**config.mk**
```make
export PLATFORM = sky130hd
export DESIGN_NAME = sem_front
export DESIGN_NICKNAME = d
export VERILOG_FILES = /design/src/rtl/sem_pkg.sv /design/src/rtl/sem_front.sv
export SDC_FILE = /design/constraint.sdc
export NUM_CORES = 2
export LEC_CHECK = 0
export BUFFER_PORTS_ARGS = -buffer_cell sky130_fd_sc_hd__buf_4
export CORE_UTILIZATION = 51
export CTS_CLUSTER_DIAMETER = 40
export DETAILED_ROUTE_END_ITERATION = 10
export GPL_TIMING_DRIVEN = 0
export PLACE_DENSITY = 0.7
export SLEW_MARGIN = 15
export SYNTH_ARGS = -nofsm -noshare
export SYNTH_HDL_FRONTEND = slang
export SYNTH_SLANG_ARGS = --single-unit
```
**constraint.sdc**
```tcl
create_clock -name clk -period 15.3 [get_ports clk]
set_input_delay 1.53 -clock clk [delete_from_list [all_inputs] [get_ports clk]]
set_output_delay 1.53 -clock clk [all_outputs]
set_load 0.01 [all_outputs]
```
**src/rtl/sem_pkg.sv**
```systemverilog
package sem_pkg;

    localparam int ERR_W = 32;
    localparam int ROW_W = 60;
    localparam int ENTRY_W = 20;
    localparam int COORD_W = 16;
    localparam int TOTAL_W = 42;
    localparam int COUNT_OUT_W = 11;
    localparam int CFG_IDX_W = 2;

    localparam logic [CFG_IDX_W-1:0] REG_E_ROW_ZERO = 2'd0;
    localparam logic [CFG_IDX_W-1:0] REG_E_ROW_ONE = 2'd1;
    localparam logic [CFG_IDX_W-1:0] REG_E_ROW_TWO = 2'd2;

    localparam logic [ERR_W-1:0] ERR_SAT = 32'hFFFF_FFFF;
    localparam logic [TOTAL_W-1:0] TOTAL_MAX = {TOTAL_W{1'b1}};

    typedef struct packed {
        logic [ERR_W-1:0] err;
        logic             sat;
        logic             last;
    } item_t;

endpackage

```
**src/rtl/sem_front.sv**
```systemverilog
module sem_front (
    input  logic                               clk,
    input  logic                               rst_n,
    input  logic                               cfg_we,
    input  logic [sem_pkg::CFG_IDX_W-1:0]      cfg_index,
    input  logic [sem_pkg::ROW_W-1:0]          cfg_data,
    input  logic                               push,
    output logic                               full,
    input  logic signed [sem_pkg::COORD_W-1:0] first_x,
    input  logic signed [sem_pkg::COORD_W-1:0] first_y,
    input  logic signed [sem_pkg::COORD_W-1:0] second_x,
    input  logic signed [sem_pkg::COORD_W-1:0] second_y,
    input  logic                               last_point,
    output logic                               q_wr,
    output sem_pkg::item_t                     q_data,
    input  logic                               q_full
);

    typedef enum logic [4:0] {
        F_IDLE = 5'b00001,
        F_MUL  = 5'b00010,
        F_CHK  = 5'b00100,
        F_DIV  = 5'b01000,
        F_PUSH = 5'b10000
    } fstate_t;

    fstate_t state_reg, state_next;

    logic [sem_pkg::ROW_W-1:0] row_reg [3];
    logic signed [sem_pkg::COORD_W-1:0] x1_reg, y1_reg, x2_reg, y2_reg;
    logic last_reg;
    logic [4:0] cnt_reg;
    logic signed [37:0] ex_reg [3];
    logic signed [37:0] etx_reg [2];
    logic signed [54:0] alg_reg;
    logic [56:0] num_reg;
    logic [50:0] den_reg;
    logic signed [66:0] prod_reg;
    logic [50:0] rem_reg;
    logic [31:0] low_reg;
    logic [31:0] quo_reg;
    logic sat_reg;

    logic signed [sem_pkg::ENTRY_W-1:0] e [3][3];
    logic signed [37:0] a_w;
    logic signed [28:0] b_w;
    logic signed [66:0] prod_w;
    logic signed [54:0] t_alg_full;
    logic signed [28:0] t_alg;
    logic signed [37:0] t_ex0_full, t_ex1_full, t_etx0_full, t_etx1_full;
    logic signed [24:0] t_ex0, t_ex1, t_etx0, t_etx1;
    logic [51:0] rem_shift;
    logic [51:0] den_ext;
    logic rem_ge;

    always_comb
    begin
        for (int r = 0; r < 3; r++)
        begin
            for (int c = 0; c < 3; c++)
            begin
                e[r][c] = row_reg[r][20*c +: 20];
            end
        end
    end

    assign t_alg_full = alg_reg >>> 26;
    assign t_alg = t_alg_full[28:0];
    assign t_ex0_full = ex_reg[0] >>> 13;
    assign t_ex1_full = ex_reg[1] >>> 13;
    assign t_etx0_full = etx_reg[0] >>> 13;
    assign t_etx1_full = etx_reg[1] >>> 13;
    assign t_ex0 = t_ex0_full[24:0];
    assign t_ex1 = t_ex1_full[24:0];
    assign t_etx0 = t_etx0_full[24:0];
    assign t_etx1 = t_etx1_full[24:0];

    always_comb
    begin
        a_w = '0;
        b_w = '0;
        case (cnt_reg)
            5'd0:
            begin
                a_w = 38'(e[0][0]);
                b_w = 29'(x1_reg);
            end
            5'd1:
            begin
                a_w = 38'(e[0][1]);
                b_w = 29'(y1_reg);
            end
            5'd2:
            begin
                a_w = 38'(e[1][0]);
                b_w = 29'(x1_reg);
            end
            5'd3:
            begin
                a_w = 38'(e[1][1]);
                b_w = 29'(y1_reg);
            end
            5'd4:
            begin
                a_w = 38'(e[2][0]);
                b_w = 29'(x1_reg);
            end
            5'd5:
            begin
                a_w = 38'(e[2][1]);
                b_w = 29'(y1_reg);
            end
            5'd6:
            begin
                a_w = 38'(e[0][0]);
                b_w = 29'(x2_reg);
            end
            5'd7:
            begin
                a_w = 38'(e[1][0]);
                b_w = 29'(y2_reg);
            end
            5'd8:
            begin
                a_w = 38'(e[0][1]);
                b_w = 29'(x2_reg);
            end
            5'd9:
            begin
                a_w = 38'(e[1][1]);
                b_w = 29'(y2_reg);
            end
            5'd10:
            begin
                a_w = ex_reg[0];
                b_w = 29'(x2_reg);
            end
            5'd11:
            begin
                a_w = ex_reg[1];
                b_w = 29'(y2_reg);
            end
            5'd12:
            begin
                a_w = 38'(t_ex0);
                b_w = 29'(t_ex0);
            end
            5'd13:
            begin
                a_w = 38'(t_ex1);
                b_w = 29'(t_ex1);
            end
            5'd14:
            begin
                a_w = 38'(t_etx0);
                b_w = 29'(t_etx0);
            end
            5'd15:
            begin
                a_w = 38'(t_etx1);
                b_w = 29'(t_etx1);
            end
            5'd16:
            begin
                a_w = 38'(t_alg);
                b_w = t_alg;
            end
            default:
            begin
                a_w = '0;
                b_w = '0;
            end
        endcase
    end

    assign prod_w = a_w * b_w;

    assign rem_shift = {rem_reg, low_reg[31]};
    assign den_ext = {1'b0, den_reg};
    assign rem_ge = (rem_shift >= den_ext);

    always_comb
    begin
        state_next = state_reg;
        unique case (state_reg)
            F_IDLE:
            begin
                if (push)
                begin
                    state_next = F_MUL;
                end
            end
            F_MUL:
            begin
                if (cnt_reg == 5'd17)
                begin
                    state_next = F_CHK;
                end
            end
            F_CHK:
            begin
                if (den_reg == '0 || {2'b0, num_reg} >= {den_reg, 8'b0})
                begin
                    state_next = F_PUSH;
                end
                else
                begin
                    state_next = F_DIV;
                end
            end
            F_DIV:
            begin
                if (cnt_reg == 5'd31)
                begin
                    state_next = F_PUSH;
                end
            end
            F_PUSH:
            begin
                if (!q_full)
                begin
                    state_next = F_IDLE;
                end
            end
            default:
            begin
                state_next = F_IDLE;
            end
        endcase
    end

    always_ff @(posedge clk or negedge rst_n)
    begin
        if (!rst_n)
        begin
            state_reg <= F_IDLE;
            cnt_reg <= '0;
            row_reg[0] <= '0;
            row_reg[1] <= '0;
            row_reg[2] <= '0;
        end
        else
        begin
            state_reg <= state_next;
            if (state_reg != state_next)
            begin
                cnt_reg <= '0;
            end
            else
            begin
                cnt_reg <= cnt_reg + 5'd1;
            end
            if (cfg_we)
            begin
                case (cfg_index)
                    sem_pkg::REG_E_ROW_ZERO: row_reg[0] <= cfg_data;
                    sem_pkg::REG_E_ROW_ONE:  row_reg[1] <= cfg_data;
                    sem_pkg::REG_E_ROW_TWO:  row_reg[2] <= cfg_data;
                    default:                 row_reg[0] <= row_reg[0];
                endcase
            end
        end
    end

    always_ff @(posedge clk)
    begin
        if (state_reg == F_IDLE && push)
        begin
            x1_reg <= first_x;
            y1_reg <= first_y;
            x2_reg <= second_x;
            y2_reg <= second_y;
            last_reg <= last_point;
            for (int r = 0; r < 3; r++)
            begin
                ex_reg[r] <= 38'(e[r][2]) <<< 13;
            end
            for (int c = 0; c < 2; c++)
            begin
                etx_reg[c] <= 38'(e[2][c]) <<< 13;
            end
            den_reg <= '0;
        end
        if (state_reg == F_MUL)
        begin
            prod_reg <= prod_w;
            case (cnt_reg)
                5'd1, 5'd2:   ex_reg[0] <= ex_reg[0] + prod_reg[37:0];
                5'd3, 5'd4:   ex_reg[1] <= ex_reg[1] + prod_reg[37:0];
                5'd5, 5'd6:   ex_reg[2] <= ex_reg[2] + prod_reg[37:0];
                5'd7, 5'd8:   etx_reg[0] <= etx_reg[0] + prod_reg[37:0];
                5'd9, 5'd10:  etx_reg[1] <= etx_reg[1] + prod_reg[37:0];
                5'd11:        alg_reg <= (55'(ex_reg[2]) <<< 13) + prod_reg[54:0];
                5'd12:        alg_reg <= alg_reg + prod_reg[54:0];
                5'd13, 5'd14, 5'd15, 5'd16:
                              den_reg <= den_reg + prod_reg[50:0];
                5'd17:        num_reg <= prod_reg[56:0];
                default:      ;
            endcase
        end
        if (state_reg == F_CHK)
        begin
            sat_reg <= (den_reg == '0 || {2'b0, num_reg} >= {den_reg, 8'b0});
            quo_reg <= sem_pkg::ERR_SAT;
            rem_reg <= {2'b0, num_reg[56:8]};
            low_reg <= {num_reg[7:0], 24'b0};
        end
        if (state_reg == F_DIV)
        begin
            low_reg <= {low_reg[30:0], 1'b0};
            quo_reg <= {quo_reg[30:0], rem_ge};
            rem_reg <= rem_ge ? 51'(rem_shift - den_ext) : rem_shift[50:0];
        end
    end

    assign full = (state_reg != F_IDLE);
    assign q_wr = (state_reg == F_PUSH);
    assign q_data = '{err: quo_reg, sat: sat_reg, last: last_reg};

endmodule

```
Word level (Yosys, flattened, before mapping)
Memory sizes are Yosys's and may differ from the RTL's.
Cells that the tools add are included.
Word-level totals
  output and inout bits: 36
  flip-flop bits (word level): 567
  bits of input ports: 132
  memories: 2
  word-level logic and storage cells: 134
  memory bits (writable): 190
Cells by class
  $lt $le $gt $ge: 2
  eq/ne operators: 27
  reduce and logical (&&, ||, !) cells: 26
  add/subtract/negate cells: 10
  multiplexer cells: 42
  bitwise operators: 5
  $mul: 1
Memories
  ex_reg: depth 3, bits a word 38, read ports 3, clocked after memory_dff 0, write ports 3, line sem_front.sv:33  | logic signed [37:0] ex_reg [3];
  etx_reg: depth 2, bits a word 38, read ports 2, clocked after memory_dff 0, write ports 2, line sem_front.sv:34  | logic signed [37:0] etx_reg [2];
Operator list (number)
  one-hot mux 38 bit (13 select lines): 1
  2-to-1 mux 51 bit: 6
  one-hot mux 29 bit (9 select lines): 1
  adder 38 bit: 5
  2-to-1 mux 38 bit: 5
  2-to-1 mux 32 bit: 4
  adder 55 bit: 2
  one-hot mux 55 bit (2 select lines): 1
  >= comparator 57 x 59 -> 1 bit: 1
  multiplier 38 x 29 -> 57 bit: 1
  >= comparator 52 x 51 -> 1 bit: 1
  adder 51 bit: 1
  logical NOT 51 bit: 1
  subtractor 51 bit: 1
  == test 5 x 4 -> 1 bit, second input constant: 9
  2-to-1 mux 5 bit: 6
  == test 5 x 3 -> 1 bit, second input constant: 5
  one-hot mux 5 bit (5 select lines): 1
  == test 5 bit, second input constant: 4
  OR reduction 2 bit: 9
  2-to-1 mux 1 bit: 17
  == test 5 x 2 -> 1 bit, second input constant: 3
  OR reduction 3 bit: 4
  == test 5 x 1 -> 1 bit, second input constant: 2
  other kinds (13): 22

Logic depth before layout (Yosys ltp)
  depth after elaboration: 6
  gate-level depth with buffers: 42
  depth with buffers taken out: 38

Worst setup path before layout
No wires, ideal clock.
  kind: reg-to-reg
  from: register cnt_reg[0]
  to: register prod_reg[56], data pin
  path slack: 5404 ps
  required time: 15042 ps
  arrival: 9638 ps
  library setup time: 258 ps
  stages on the path, launching flop included: 39
  path through: dfrtp_1 -> inv_1 -> ha_1 -> clkbuf_1 -> and4bb_2 -> buf_2 -> clkbuf_1 -> clkbuf_1 -> a222oi_1 -> nand2_1 -> a21oi_1 -> a21oi_1 -> clkbuf_1 -> clkbuf_1 -> nand2_1 -> fa_1 -> inv_1 -> fa_1 -> (+3 left out) -> inv_1 -> fa_1 -> fa_1 -> fa_1 -> inv_1 -> fa_1 -> inv_1 -> ha_1 -> nand3_1 -> or4_1 -> or2_2 -> o22ai_1 -> o31a_1 -> a41o_1 -> a211oi_2 -> o31ai_1 -> a311o_1 -> xnor2_1
On the way
  word-level cells in the longest chain between the ends: 4
  elaborated cells on any way between the ends: 28
Ends and longest elaborated chain
  start, declared: line sem_front.sv:32  | logic [4:0] cnt_reg;
  start signal, assigned: line sem_front.sv:251  | cnt_reg <= cnt_reg + 5'd1;
  == test 5 x 4 -> 1 bit, or another cell as far along: line sem_front.sv:82  | case (cnt_reg)
  OR reduction 3 bit (no line) or OR reduction 2 bit (tied branches)
  one-hot mux 29 bit (9 select lines) or one-hot mux 38 bit (13 select lines) (tied branches): line sem_front.sv:82
  multiplier 38 x 29 -> 57 bit *: line sem_front.sv:176  | assign prod_w = a_w * b_w;
  via prod_w[56]: line sem_front.sv:47  | logic signed [66:0] prod_w;
  end signal, assigned: line sem_front.sv:286  | prod_reg <= prod_w;
  end, declared: line sem_front.sv:38  | logic signed [66:0] prod_reg;
The timed path passes the listed nets; every way through them passes the cells marked *.
A chain may end at the register's enable or synchronous reset.

Worst setup path in the final report
Ends and elaborated chain as after synthesis.

==> metrics.yaml <==
timing:
  min_period_over_period: 0.956
  setup-violations-final: 0
  finClkSkew_ps: 36.6
  hold_viol: 0
  tns_ps: 0
  final_max_slew_viol_count: 0
  maxSlewHeadroom: 0.0526
  period_needed_ps: 14620
  rsz0062_at_grt: "no"
  max_freq_ghz: 0.0684
  worst_pin_slew_ps: 1420
placed_design:
  port_buffers: 167
  hpwl_mm: 279
  place_congestion: 1.10
layout:
  final_cell_mix: "1,307 x inv_1, 1,031 x nand2_1, 1,023 x fa_1"
  largest_reg_flops: 180
  multiInputGateArea_mm2: 0.0569
  register_area_mm2: 0.0213
  layout_commonest_cell: "inv_1"
  fill_cells: 14500
  drive_above_1_share: 0.0842
  nets: 11100
  syn_to_final_growth_pct: 11.9
clocking:
  clock_latency_ps: 800
  cts_made_buffers: 142
  cts_sinks: 757
  cts_tree: "done"
  clk_root_buffer_cell: "clkbuf_16"
  htreeDepth: 4
  hold_buffers: 0
  cts_resized: 0
  clk_pin_slew_ps: 50
  cts_buffer_depth: 3
  cts_setup_buffers: 0
floorplanning:
  core_mm2: 0.163
  die-width_um: 408
  top_level_ports: 168
  placementRows: 148
  chipHeight_um: 408
  initial_core_util: 0.516
  die_area_mm2: 0.167
synthesis:
  synth.distinct_cells: 95
  synthFlopType: "edfxtp_1"
  synth_top_area_frac: 0.243
  syn_nets: 10700
  yosys-top-cells-area: "fa_1 24%, edfxtp_1 18%, ha_1 9.1%, inv_1 5.8%, dfrtp_1 5.6%"
  ys_ff_latch: 757
  synth_area_mm2: 0.0843
  async_reset_ff_frac: 0.251
  yosysSeqAreaShare: 0.252
  syn_inst: 8974
  synth_area_leader_cell: "fa_1"
  ys_warn_count: 0
  synth.avg_cell_area_um2: 9.39
  synth_edf_count: 516
detailed_routing:
  drc_errors: 0
  vias_per_cell: 6.24
  drt_pre_antenna_iters: 8
  detail-route-antenna-nets: 0
  wire_per_inst_um: 29.8
  vias: 72700
  wl_mm: 346
  drt-initial-drc-count: 9080
worst_setup_path:
  worstSetupPathType: "flop to flop"
  crit_path_max_incr_delay_ps: 890
  crit_arrival_ps: 15130
  cpLargestDelayFamily: "adder cells"
  cp_max_fo: 10
  critPathSlowestCell: "clkbuf_1"
  cp-end-kind: "flop"
  crit_path_frequent_cell: "fa_1"
  cp.required_ps: 15810
  path_buf_inv: 10
  cp-start-kind: "flop"
job:
  maxCapViolations: 0
grt:
  overflow: 0
  grt_pass1_vias: 72500
  groute.usage.overall: 0.414
  antenna_found_initial: 22
  grt_start_max_net_pins: 105
  grt_pass1_wl_mm: 496
status:
  status: "finished clean"
min_path:
  hp-class: "flop to flop"
[path summary, 6_finish.rpt]
| check | start | endpoint | slack [ps] | depth (start not counted) |
|---|---|---|---|---|
| max | cnt_reg[0] | prod_reg[56] | 680 | 36 |
| min | prod_reg[55] | num_reg[55] | 430 | 0 |
| max reg2reg | cnt_reg[0] | prod_reg[56] | 680 | 36 |
| min reg2reg | prod_reg[55] | num_reg[55] | 430 | 0 |
| max in group asynchronous | rst_n | e[57] | 13970 | 2 |
| min in group asynchronous | rst_n | e[142] | 570 | 1 |
[synthesized netlist by cell type (all sizes together), types with 16 or more instances]
master	instances
nand3	154
dfxtp	51
a22o	26
edfxtp	516
o21ai	426
clkbuf	281
or2	29
a21oi	497
a211oi	47
a221oi	21
or3	20
o21a	67
a22oi	58
nand2b	98
dfrtp	189
and4b	16
nor2b	63
and2	45
nor3	79
mux2i	21
nor2	800
a21o	268
mux2	185
o211ai	21
fa	1023
xor2	176
xnor2	220
nand2	1034
o31ai	40
a31oi	40
nand4	38
nor4	20
inv	1310
and3	59
o21bai	63
a222oi	62
buf	69
ha	613
[metrics by stage]
step           setup slack (ps)  hold WS [ps]  utilization  cell area, µm²  std cells
6_report                    680           428        0.577           94300      11600
5_1_grt                     354           449        0.577           94300      11600
4_1_cts                     988           430        0.576           94100      11600
3_5_place_dp                975           428        0.546           89200      11400
3_3_place_gp                726           428        0.540           88200      11300
2_1_floorplan              5400           400            -           84300       8974
[kinds of logic after synthesis]
family	after synthesis	synth area share
flip-flops	757	0.252
AO/OA/AOI/OAI	1805	0.139
buffers and inverters	1661	0.0750
XOR/XNOR	396	0.0412
AND/OR/NAND/NOR	2513	0.131
multiplexers	206	0.0272
adder cells (fa/ha/maj)	1636	0.334
[final cells by class]
cell class / instances / area share
multi-input cells: 6556 / 0.603
flip-flops and latches: 757 / 0.226
inverters: 1311 / 0.0523
clock buffers: 173 / 0.0411
well taps: 2175 / 0.0289
repair buffers: 219 / 0.0225
plain buffers: 350 / 0.0149
clock inverters: 90 / 0.0112
diodes: 7 / 0.000186
[metal layers]
metal / vias to the layer above / GRT usage / share of wire / wire length, µm
met5: - / 0.000575 / 0.00024 / 82
li1: 30800 / - / - / -
met2: 4670 / 0.601 / 0.42 / 145000
met1: 36100 / 0.543 / 0.38 / 132000
met3: 1036 / 0.129 / 0.13 / 45300
met4: 12 / 0.246 / 0.071 / 24400
Power is not shown: default switching activity piles up to over one toggle a cycle in this logic, so the estimate is an artifact.
