### src/rtl/sem_pkg.sv
package sem_pkg;

    localparam int ERR_W = 32;
    localparam int ROW_W = 60;
    localparam int ENTRY_W = 20;
    localparam int COORD_W = 16;
    localparam int TOTAL_W = 42;
    localparam int COUNT_OUT_W = 11;
    localparam int CFG_IDX_W = 2;

    localparam logic [CFG_IDX_W-1:0] REG_E_ROW_ZERO = 2'd0;
    localparam logic [CFG_IDX_W-1:0] REG_E_ROW_ONE = 2'd1;
    localparam logic [CFG_IDX_W-1:0] REG_E_ROW_TWO = 2'd2;

    localparam logic [ERR_W-1:0] ERR_SAT = 32'hFFFF_FFFF;
    localparam logic [TOTAL_W-1:0] TOTAL_MAX = {TOTAL_W{1'b1}};

    typedef struct packed {
        logic [ERR_W-1:0] err;
        logic             sat;
        logic             last;
    } item_t;

endpackage

### src/rtl/sem_fifo.sv
module sem_fifo (
    input  logic          clk,
    input  logic          rst_n,
    input  logic          wr,
    input  sem_pkg::item_t wdata,
    output logic          full,
    input  logic          rd,
    output sem_pkg::item_t rdata,
    output logic          empty
);

    sem_pkg::item_t slot_reg [4];
    logic [1:0] wp_reg, wp_next;
    logic [1:0] rp_reg, rp_next;
    logic [2:0] cnt_reg, cnt_next;
    logic do_wr, do_rd;

    assign full = (cnt_reg == 3'd4);
    assign empty = (cnt_reg == 3'd0);
    assign rdata = slot_reg[rp_reg];
    assign do_wr = wr && !full;
    assign do_rd = rd && !empty;

    always_comb
    begin
        wp_next = do_wr ? wp_reg + 2'd1 : wp_reg;
        rp_next = do_rd ? rp_reg + 2'd1 : rp_reg;
        cnt_next = cnt_reg + {2'b0, do_wr} - {2'b0, do_rd};
    end

    always_ff @(posedge clk or negedge rst_n)
    begin
        if (!rst_n)
        begin
            wp_reg <= '0;
            rp_reg <= '0;
            cnt_reg <= '0;
        end
        else
        begin
            wp_reg <= wp_next;
            rp_reg <= rp_next;
            cnt_reg <= cnt_next;
        end
    end

    always_ff @(posedge clk)
    begin
        if (do_wr)
        begin
            slot_reg[wp_reg] <= wdata;
        end
    end

endmodule

### config.mk
export PLATFORM = sky130hd
export DESIGN_NAME = sem_fifo
export DESIGN_NICKNAME = d
export VERILOG_FILES = /design/src/rtl/sem_pkg.sv /design/src/rtl/sem_fifo.sv
export SDC_FILE = /design/constraint.sdc
export NUM_CORES = 1
export LEC_CHECK = 0
export BUFFER_PORTS_ARGS = -buffer_cell sky130_fd_sc_hd__buf_2
export CAP_MARGIN = 10
export CORE_ASPECT_RATIO = 1.5
export CORE_MARGIN = 5
export CORE_UTILIZATION = 40
export CTS_BUF_LIST = sky130_fd_sc_hd__clkbuf_16
export DETAILED_ROUTE_END_ITERATION = 7
export HOLD_SLACK_MARGIN = 0.15
export PLACE_DENSITY = 0.55
export SLEW_MARGIN = 20
export SYNTH_ARGS = -nofsm -noshare
export SYNTH_HDL_FRONTEND = slang
export SYNTH_SLANG_ARGS = --single-unit
### constraint.sdc
create_clock -name clk -period 2.6 [get_ports clk]
set_clock_uncertainty 0.15 [all_clocks]
set_input_delay 0.39 -clock clk [delete_from_list [all_inputs] [get_ports clk]]
set_output_delay 0.39 -clock clk [all_outputs]
set_load 0.005 [all_outputs]
; After elaboration in Yosys (flattened, before gate mapping)
; Memories as Yosys holds them, arrays and structs flattened.
; Cells that the tools add are included.
; Widths: inputs -> output; s select.
[word_totals]
reg_bits = 7
n_memories = 1
elab_cells = 16
ram_bits = 136
output_inout_bits = 36
[memory_table]
columns = name, words, width, read_ports, rd_clocked_by_memory_dff, write_ports, line_no
row1 = slot_reg, 4, 34, 1, 0, 1, sem_fifo.sv:12  ; sem_pkg::item_t slot_reg [4];
[op_classes]
muxes = 2
addsub = 4
reduce_logical = 5
eq_ne = 1
[op_table]
columns = cell, n
row1 = $add 2x1->2 const B, 2
row2 = $add 3x1->3, 1
row3 = $eq 3x3->1 const B, 1
row4 = $logic_not 3->1, 1
row5 = $sub 3x1->3, 1
row6 = $logic_and 1x1->1, 2
row7 = $logic_not 1->1, 2
row8 = $mux 1, 2

; Depth between registers and ports, before layout
; Gate-level depths: netlist of the first run.
[depth]
ltp_word = 5
ltp_mapped = 8
mapped_depth_nobuf = 8

; Worst setup path after synthesis of the first run
; Ideal clock, no wire load.
[synth_path]
kind = reg-to-reg
start = reg cnt_reg[1]
end = reg cnt_reg[2]
arrival_ps = 1943
path_stages_with_launch = 9
setup_time_ps = 123
t_required_ps = 2327
path_slack_ps = 384
path_cell_list = dfrtp_1 -> o31ai_1 -> inv_1 -> ha_1 -> inv_1 -> ha_1 -> fa_1 -> xnor2_1 -> xnor2_1
[synth_between]
elab_cells_between_ends = 8
[synth_rtl]
columns = element, line_no
row1 = "start, declared", sem_fifo.sv:15  ; logic [2:0] cnt_reg, cnt_next;
row2 = "start signal, assigned", sem_fifo.sv:43  ; cnt_reg <= cnt_next;
row3 = $logic_not 3->1, sem_fifo.sv:19  ; assign empty = (cnt_reg == 3'd0);
row4 = $logic_not 1->1, sem_fifo.sv:22  ; assign do_rd = rd && !empty;
row5 = $logic_and 1x1->1, sem_fifo.sv:22
row6 = via do_rd, sem_fifo.sv:16  ; logic do_wr, do_rd;
row7 = $sub 3x1->3, sem_fifo.sv:28  ; cnt_next = cnt_reg + {2'b0, do_wr} - {2'b0, do_rd};
row8 = via cnt_next[2], sem_fifo.sv:15
; The timed path passes the listed nets, and every way through them passes these cells.
; A chain may end at the register's enable or synchronous reset.

==> run_summary.xml, run 1 <==
<?xml version="1.0" encoding="UTF-8"?>
<metrics>
  <group name="placement">
    <metric name="post_dp_cell_area" unit="um^2">6032</metric>
    <metric name="gp_congestion" unit="">0.7239</metric>
    <metric name="portBuffers" unit="">73</metric>
  </group>
  <group name="synth">
    <metric name="area_fraction_of_the_dominant_cell_type_after_synthesis" unit="">0.7517</metric>
    <metric name="synth-warning-count" unit="">0</metric>
    <metric name="postSynth.asyncResetShare" unit="">0.04895</metric>
    <metric name="yosysMostFrequentCell" unit="">sky130_fd_sc_hd__edfxtp_1</metric>
    <metric name="synth_edf_count" unit="">136</metric>
    <metric name="synth_nets" unit="">264</metric>
    <metric name="synthCells" unit="">219</metric>
    <metric name="netlist.top_cell.by_area" unit="">sky130_fd_sc_hd__edfxtp_1</metric>
    <metric name="post_synth_instance_area" unit="um^2">5433</metric>
    <metric name="number_of_register_bits_inferred_by_synthesis" unit="">143</metric>
    <metric name="syn_area_per_cell" unit="um^2">24.81</metric>
    <metric name="postSynth.topFlopCell" unit="">sky130_fd_sc_hd__edfxtp_1</metric>
    <metric name="synth.yosys.seq_area_share" unit="">0.7840</metric>
    <metric name="synth_common_cells" unit="">sky130_fd_sc_hd__edfxtp_1, sky130_fd_sc_hd__mux4_2, sky130_fd_sc_hd__dfrtp_1</metric>
    <metric name="yosysUniqueCellTypes" unit="">20</metric>
    <metric name="ys_top_cells_by_area" unit="">sky130_fd_sc_hd__edfxtp_1, sky130_fd_sc_hd__mux4_2, sky130_fd_sc_hd__dfrtp_1</metric>
  </group>
  <group name="cells_and_area">
    <metric name="insertedDiodeCount" unit="">0</metric>
    <metric name="layout.nets" unit="">392</metric>
    <metric name="final_design_area_no_fill" unit="um^2">6954</metric>
    <metric name="area_overhead_vs_synth" unit="%">28.01</metric>
    <metric name="fraction_of_layout_instances_using_a_drive_strength_above_1" unit="">0.4000</metric>
    <metric name="largest_reg_flops" unit="">136</metric>
  </group>
  <group name="detailed_routing">
    <metric name="drtPass1Iterations" unit="">4</metric>
    <metric name="detail_route.wl_per_cell" unit="um">18.03</metric>
    <metric name="totalWireLength" unit="um">9412</metric>
    <metric name="first_iter_violations" unit="">72</metric>
    <metric name="detail_route.vias_per_cell" unit="">4.931</metric>
    <metric name="final_antenna_net_count" unit="">0</metric>
    <metric name="drc" unit="">0</metric>
    <metric name="vias" unit="">2574</metric>
  </group>
  <group name="grt">
    <metric name="grt_max_degree" unit="">35</metric>
    <metric name="grt_total_ovfl" unit="">0</metric>
    <metric name="grt_pass1_wl" unit="um">14970</metric>
    <metric name="tot_gr_track_use" unit="">0.1227</metric>
    <metric name="antenna_found_initial" unit="">0</metric>
    <metric name="first_global_vias" unit="">2827</metric>
  </group>
  <group name="clocking">
    <metric name="htreeDepth" unit="">4</metric>
    <metric name="clock_tree.root_cell" unit="">sky130_fd_sc_hd__clkbuf_16</metric>
    <metric name="tritoncts" unit="">built</metric>
    <metric name="clk_pin_slew" unit="ns">0.06</metric>
    <metric name="post_cts_resize_count" unit="">0</metric>
    <metric name="tritoncts_num_sinks" unit="">143</metric>
    <metric name="clock_insertion_delay_worst_skew" unit="ns">0.40</metric>
    <metric name="numCtsBuffers" unit="">17</metric>
    <metric name="cts_setup_buffers" unit="">0</metric>
    <metric name="clock_tree.buffer_depth" unit="">2</metric>
  </group>
  <group name="worst_setup_path">
    <metric name="r2r_slack" unit="ns">0.28</metric>
    <metric name="rr_startpoint" unit="">cnt_reg[1]$_DFF_PN0_</metric>
    <metric name="worst_setup_path_startpoint" unit="">rp_reg[0]$_DFFE_PN0P_</metric>
    <metric name="cp.required" unit="ns">2.06</metric>
    <metric name="crit_type" unit="">flip-flop to primary output</metric>
    <metric name="critical_path_arrival" unit="ns">1.85</metric>
    <metric name="worstSetupEndpointType" unit="">primary output</metric>
    <metric name="worst-path-max-fanout" unit="">19</metric>
    <metric name="worst_setup_path_start_kind" unit="">flip-flop</metric>
  </group>
  <group name="floorplanning">
    <metric name="floorplan.die.height" unit="um">152.7</metric>
    <metric name="core.rowCount" unit="">52</metric>
    <metric name="floorplan.io_pins" unit="">74</metric>
    <metric name="core_region_area" unit="um^2">13400</metric>
    <metric name="start_util" unit="">0.4053</metric>
    <metric name="die_area" unit="um^2">16060</metric>
    <metric name="die_w" unit="um">105.2</metric>
  </group>
  <group name="sta">
    <metric name="slew_violations" unit="">0</metric>
    <metric name="timing.fmax" unit="MHz">417.9</metric>
    <metric name="setup_total_negative_slack" unit="ns">0</metric>
    <metric name="unrepaired_setup_endpoints_after_global_routing" unit="">no</metric>
    <metric name="layout_min_cycle_time" unit="ns">2.393</metric>
    <metric name="final_hold_viol_count" unit="">0</metric>
    <metric name="final_setup_vio_count" unit="">0</metric>
    <metric name="max_slew_margin" unit="">0.6736</metric>
    <metric name="worst_pin_slew" unit="ns">0.4896</metric>
    <metric name="final.period_utilization" unit="">0.9203</metric>
  </group>
  <group name="power_and_ir_drop">
    <metric name="p_per_area" unit="nW/um^2">1075</metric>
    <metric name="vdd.ir_drop.worst" unit="V">0.0005453</metric>
    <metric name="leakage" unit="nW">2.464</metric>
  </group>
  <group name="status">
    <metric name="run_status" unit="">finished clean</metric>
  </group>
  <group name="run">
    <metric name="max-cap-violations" unit="">0</metric>
  </group>
  <group name="min_path">
    <metric name="min_path_type" unit="">input port to asynchronous set/reset pin</metric>
  </group>
</metrics>
per-layer routing:
metal,track usage,share of wire,vias to the layer above
met3,0.04239,0.042,10
met2,0.2114,0.54,47
met5,0,0,-
li1,-,-,1182
met4,0.04022,0.011,0
met1,0.1426,0.40,1335
worst max-delay path, stage by stage (launching register included):
cell and delay, ns:
sky130_fd_sc_hd__dfrtp_2 0.35, sky130_fd_sc_hd__buf_4 0.36, sky130_fd_sc_hd__mux4_2 0.58, sky130_fd_sc_hd__buf_2 0.15
cells in the final DEF, fill, tap and decap left out:
master / synthesis / routed
sky130_fd_sc_hd__buf_4: 0 / 2
sky130_fd_sc_hd__o311ai_0: 1 / 1
sky130_fd_sc_hd__ha_1: 6 / 6
sky130_fd_sc_hd__dfrtp_2: 0 / 2
sky130_fd_sc_hd__nand4bb_1: 2 / 2
sky130_fd_sc_hd__clkinv_2: 0 / 1
sky130_fd_sc_hd__nor3b_4: 1 / 1
sky130_fd_sc_hd__mux4_2: 28 / 28
sky130_fd_sc_hd__clkinv_4: 0 / 4
sky130_fd_sc_hd__clkbuf_16: 0 / 17
sky130_fd_sc_hd__nor3_1: 1 / 1
sky130_fd_sc_hd__buf_12: 3 / 5
sky130_fd_sc_hd__mux4_1: 6 / 6
sky130_fd_sc_hd__clkinvlp_4: 0 / 6
sky130_fd_sc_hd__inv_1: 6 / 8
sky130_fd_sc_hd__nand2b_1: 4 / 4
sky130_fd_sc_hd__xnor2_1: 4 / 4
sky130_fd_sc_hd__bufinv_16: 0 / 1
sky130_fd_sc_hd__fa_1: 1 / 1
sky130_fd_sc_hd__clkinv_1: 0 / 1
sky130_fd_sc_hd__dlygate4sd3_1: 0 / 37
sky130_fd_sc_hd__o31ai_1: 1 / 1
sky130_fd_sc_hd__dfrtp_1: 7 / 5
sky130_fd_sc_hd__edfxtp_1: 136 / 136
sky130_fd_sc_hd__o211ai_1: 2 / 2
sky130_fd_sc_hd__nand2_1: 1 / 1
sky130_fd_sc_hd__and3b_2: 0 / 4
sky130_fd_sc_hd__buf_2: 4 / 73
worst paths after layout:
kind                                               to  cells past startpoint
worst min register to register  wp_reg[1]$_DFFE_PN0P_                      2
worst max register to register   cnt_reg[2]$_DFF_PN0_                      8
min in group clk                wp_reg[1]$_DFFE_PN0P_                      2
max in group asynchronous       rp_reg[0]$_DFFE_PN0P_                      2
worst max-delay path                        rdata[32]                      3
worst min-delay path             cnt_reg[0]$_DFF_PN0_                      2
power breakdown:
group	total [mW]	switching, mW	internal (mW)
combinational	2.02	0.940	1.08
sequential	3.26	0.214	3.05
clock	2.19	0.888	1.30
cell type report:
type / count / area (um^2)
Clock buffer: 17 / 425.4
Sequential cell: 143 / 4262
Timing Repair Buffer: 117 / 850.8
Clock inverter: 15 / 126.4
Multi-Input combinational cell: 62 / 1065
Tap cell: 162 / 202.7
Inverter: 6 / 22.52
Fill cell: 1090 / 6449
per-stage QoR:
| stage | instances | hold slack, ns | util | setup WS, ns | total power [mW] |
|---|---|---|---|---|---|
| CTS | 522 | 0.1791 | 0.5189 | 0.1293 | 7.623 |
| detailed placement | 453 | 0.08763 | 0.4501 | 0.2581 | 5.378 |
| finish | 522 | 0.1930 | 0.5189 | 0.2072 | 7.474 |
| global placement | 453 | 0.08978 | 0.4501 | 0.2978 | 5.347 |
| global route | 522 | 0.1941 | 0.5189 | 0.09924 | 7.881 |
| floorplan | 219 | -0.05559 | - | 0.3842 | 4.589 |
repair_timing:
| action | 4_1_cts | 5_1_grt |
|---|---|---|
| hold buffers | 37 | 0 |
| endpoints found under the hold margin | 145 | 0 |
| endpoints found under the setup margin | 0 | 0 |
kinds of logic after synthesis:
family                     share of synthesized area
adders and majority gates                    0.01750
DFF                                           0.7840
muxes                                         0.1451
AOI/OAI and AO/OA                           0.005758
buffers and inverters                        0.02096
and+or+nand+nor                              0.02026
xor gates and xnor gates                    0.006448
No activity file was read; power rests on OpenSTA's default activity.
==> run 2, diff against run 1 <==
Settings changed: CELL_PAD_IN_SITES_DETAIL_PLACEMENT set to 2, CELL_PAD_IN_SITES_GLOBAL_PLACEMENT set to 2, PLACE_DENSITY 0.55 to 0.68.
==> run_summary.xml, run 2 (synthesis results as in run 1) <==
<?xml version="1.0" encoding="UTF-8"?>
<metrics>
  <group name="detailed_routing">
    <metric name="detail_route.vias_per_cell" unit="">5.134</metric>
    <metric name="drc" unit="">0</metric>
    <metric name="first_iter_violations" unit="">146</metric>
    <metric name="final_antenna_net_count" unit="">0</metric>
    <metric name="detail_route.wl_per_cell" unit="um">22.76</metric>
    <metric name="vias" unit="">2675</metric>
    <metric name="totalWireLength" unit="um">11860</metric>
    <metric name="drtPass1Iterations" unit="">4</metric>
  </group>
  <group name="worst_setup_path">
    <metric name="worst_setup_path_startpoint" unit="">rp_reg[0]$_DFFE_PN0P_</metric>
    <metric name="rr_startpoint" unit="">cnt_reg[1]$_DFF_PN0_</metric>
    <metric name="timing.critical_path.slowest_cell_delay" unit="ns">0.62</metric>
    <metric name="crit_type" unit="">flip-flop to primary output</metric>
    <metric name="timing.reg2reg.worst_path_depth" unit="">8</metric>
    <metric name="worst_setup_path_endpoint" unit="">rdata[33]</metric>
    <metric name="worst_setup_path_start_kind" unit="">flip-flop</metric>
    <metric name="r2r_slack" unit="ns">0.22</metric>
    <metric name="worst-path-max-fanout" unit="">17</metric>
    <metric name="slowest_stage" unit="">sky130_fd_sc_hd__mux4_1</metric>
    <metric name="r2r-end" unit="">cnt_reg[2]$_DFF_PN0_</metric>
    <metric name="crit_path_cell_trace" unit="">buf_12, mux4_1, buf_2</metric>
    <metric name="cp.required" unit="ns">2.06</metric>
    <metric name="worstSetupEndpointType" unit="">primary output</metric>
    <metric name="critical_path_arrival" unit="ns">1.98</metric>
  </group>
  <group name="grt">
    <metric name="tot_gr_track_use" unit="">0.1565</metric>
    <metric name="antenna_found_initial" unit="">0</metric>
    <metric name="globalRouteMet3Util" unit="">0.04621</metric>
    <metric name="grt_total_ovfl" unit="">0</metric>
    <metric name="grt_max_degree" unit="">24</metric>
    <metric name="gr-max-usage-layer" unit="">met2</metric>
    <metric name="grt_use_met1" unit="">0.1744</metric>
    <metric name="first_global_vias" unit="">3230</metric>
    <metric name="grt_pass1_wl" unit="um">18640</metric>
    <metric name="grt_util_met2" unit="">0.2835</metric>
  </group>
  <group name="floorplanning">
    <metric name="start_util" unit="">0.4053</metric>
    <metric name="floorplan.io_pins" unit="">74</metric>
    <metric name="floorplan.die.height" unit="um">152.7</metric>
    <metric name="die_area" unit="um^2">16060</metric>
    <metric name="die_w" unit="um">105.2</metric>
    <metric name="core_region_area" unit="um^2">13400</metric>
    <metric name="core.rowCount" unit="">52</metric>
  </group>
  <group name="placement">
    <metric name="place.detailed.hpwl" unit="um">7530</metric>
    <metric name="gp_congestion" unit="">0.6840</metric>
    <metric name="portBuffers" unit="">73</metric>
  </group>
  <group name="cells_and_area">
    <metric name="layout.filler_cells" unit="">1175</metric>
    <metric name="final_common_cell" unit="">sky130_fd_sc_hd__edfxtp_1</metric>
    <metric name="fraction_of_layout_instances_using_a_drive_strength_above_1" unit="">0.4067</metric>
    <metric name="layout.nets" unit="">391</metric>
    <metric name="largest_reg_flops" unit="">136</metric>
    <metric name="area_overhead_vs_synth" unit="%">28.33</metric>
    <metric name="insertedDiodeCount" unit="">0</metric>
    <metric name="layout_common_cells" unit="">sky130_fd_sc_hd__edfxtp_1, sky130_fd_sc_hd__buf_2, sky130_fd_sc_hd__dlygate4sd3_1</metric>
  </group>
  <group name="power_and_ir_drop">
    <metric name="vdd.ir_drop.worst" unit="V">0.0006155</metric>
    <metric name="design_power_total" unit="mW">7.701</metric>
    <metric name="pwr-share-clk" unit="">0.296</metric>
    <metric name="leakage" unit="nW">2.463</metric>
    <metric name="seq_power_share" unit="">0.432</metric>
    <metric name="p_int" unit="mW">5.485</metric>
    <metric name="netSwitchingPower" unit="mW">2.216</metric>
    <metric name="p_per_area" unit="nW/um^2">1105</metric>
    <metric name="p_sw_frac" unit="">0.2878</metric>
    <metric name="combinationalPowerShare" unit="">0.271</metric>
  </group>
  <group name="run">
    <metric name="max-cap-violations" unit="">0</metric>
  </group>
  <group name="sta">
    <metric name="worst_pin_slew" unit="ns">0.5000</metric>
    <metric name="slew_violations" unit="">0</metric>
    <metric name="final.period_utilization" unit="">0.9689</metric>
    <metric name="layout_min_cycle_time" unit="ns">2.519</metric>
    <metric name="unrepaired_setup_endpoints_after_global_routing" unit="">no</metric>
    <metric name="max_slew_margin" unit="">0.6667</metric>
    <metric name="final_hold_viol_count" unit="">0</metric>
    <metric name="setup_total_negative_slack" unit="ns">0</metric>
    <metric name="timing.fmax" unit="MHz">397.0</metric>
    <metric name="final_setup_vio_count" unit="">0</metric>
  </group>
  <group name="clocking">
    <metric name="numCtsBuffers" unit="">17</metric>
    <metric name="cts_setup_buffers" unit="">0</metric>
    <metric name="clk_pin_slew" unit="ns">0.06</metric>
    <metric name="clock_insertion_delay_worst_skew" unit="ns">0.41</metric>
    <metric name="htreeDepth" unit="">4</metric>
    <metric name="clock_tree.buffer_depth" unit="">2</metric>
    <metric name="tritoncts" unit="">built</metric>
    <metric name="clock_tree.root_cell" unit="">sky130_fd_sc_hd__clkbuf_16</metric>
    <metric name="tritoncts_num_sinks" unit="">143</metric>
  </group>
  <group name="status">
    <metric name="run_status" unit="">finished clean</metric>
  </group>
  <group name="min_path">
    <metric name="min_path_type" unit="">input port to flip-flop</metric>
  </group>
</metrics>
run 2: how the worst min path moves through the flow:
stage / from / to / slack [ns] / cells past startpoint
6_report: wr / wp_reg[1]$_DFFE_PN0P_ / 0.18 / 3
5_1_grt: wr / wp_reg[1]$_DFFE_PN0P_ / 0.16 / 3
4_1_cts: wr / wp_reg[1]$_DFFE_PN0P_ / 0.16 / 3
3_5_place_dp: rst_n / cnt_reg[1]$_DFF_PN0_ / 0.09 / 1
3_3_place_gp: rst_n / cnt_reg[1]$_DFF_PN0_ / 0.09 / 1
2_1_floorplan: rst_n / cnt_reg[0]$_DFF_PN0_ / -0.06 / 0
run 2: final cells by class:
type / instances / area, um^2 / share of cell area
clock buffers: 17 / 425.4 / 0.06102
flip-flops and latches: 143 / 4264 / 0.6116
repair buffers: 116 / 853.3 / 0.1224
inverters: 6 / 22.52 / 0.003230
multi-input cells: 62 / 1065 / 0.1527
well taps: 162 / 202.7 / 0.02907
clock inverters: 15 / 138.9 / 0.01992
run 2: what timing repair did:
item / in CTS / in global routing
hold buffers: 36 / 0
endpoints found under the setup margin: 0 / 10
resized for setup: 0 / 1
endpoints found under the hold margin: 144 / 0
run 2: through the flow:
step | area, um^2 | std cells | hold WS [ns] | setup WS, ns | utilization
3_5_place_dp | 6045 | 453 | 0.08590 | 0.2291 | 0.4510
2_1_floorplan | 5433 | 219 | -0.05559 | 0.3842 | -
6_report | 6972 | 521 | 0.1769 | 0.08082 | 0.5202
5_1_grt | 6972 | 521 | 0.1645 | 0.004768 | 0.5202
3_3_place_gp | 6045 | 453 | 0.08506 | 0.3051 | 0.4510
4_1_cts | 6969 | 521 | 0.1564 | 0.001622 | 0.5200
run 2: power by group through the flow:
stage | Sequential [mW] | Clock (mW) | Combinational (mW)
floorplan | 3.21 | 0 | 1.38
global placement | 3.32 | 0 | 2.07
detailed placement | 3.38 | 0 | 2.11
CTS | 3.34 | 2.34 | 2.16
global route | 3.38 | 2.46 | 2.27
finish | 3.33 | 2.28 | 2.09
run 2: critical path: cells and delay by family (launching register included):
kind | cells | cell delay (ns)
buf+inv | 2 | 0.39
flops | 1 | 0.55
mux | 1 | 0.62
run 2: layer usage:
| metal | part of all wire | wire length, um |
|---|---|---|
| met5 | 0 | 0 |
| met4 | 0.011 | 135 |
| met3 | 0.036 | 426 |
| met2 | 0.58 | 6877 |
| met1 | 0.37 | 4418 |
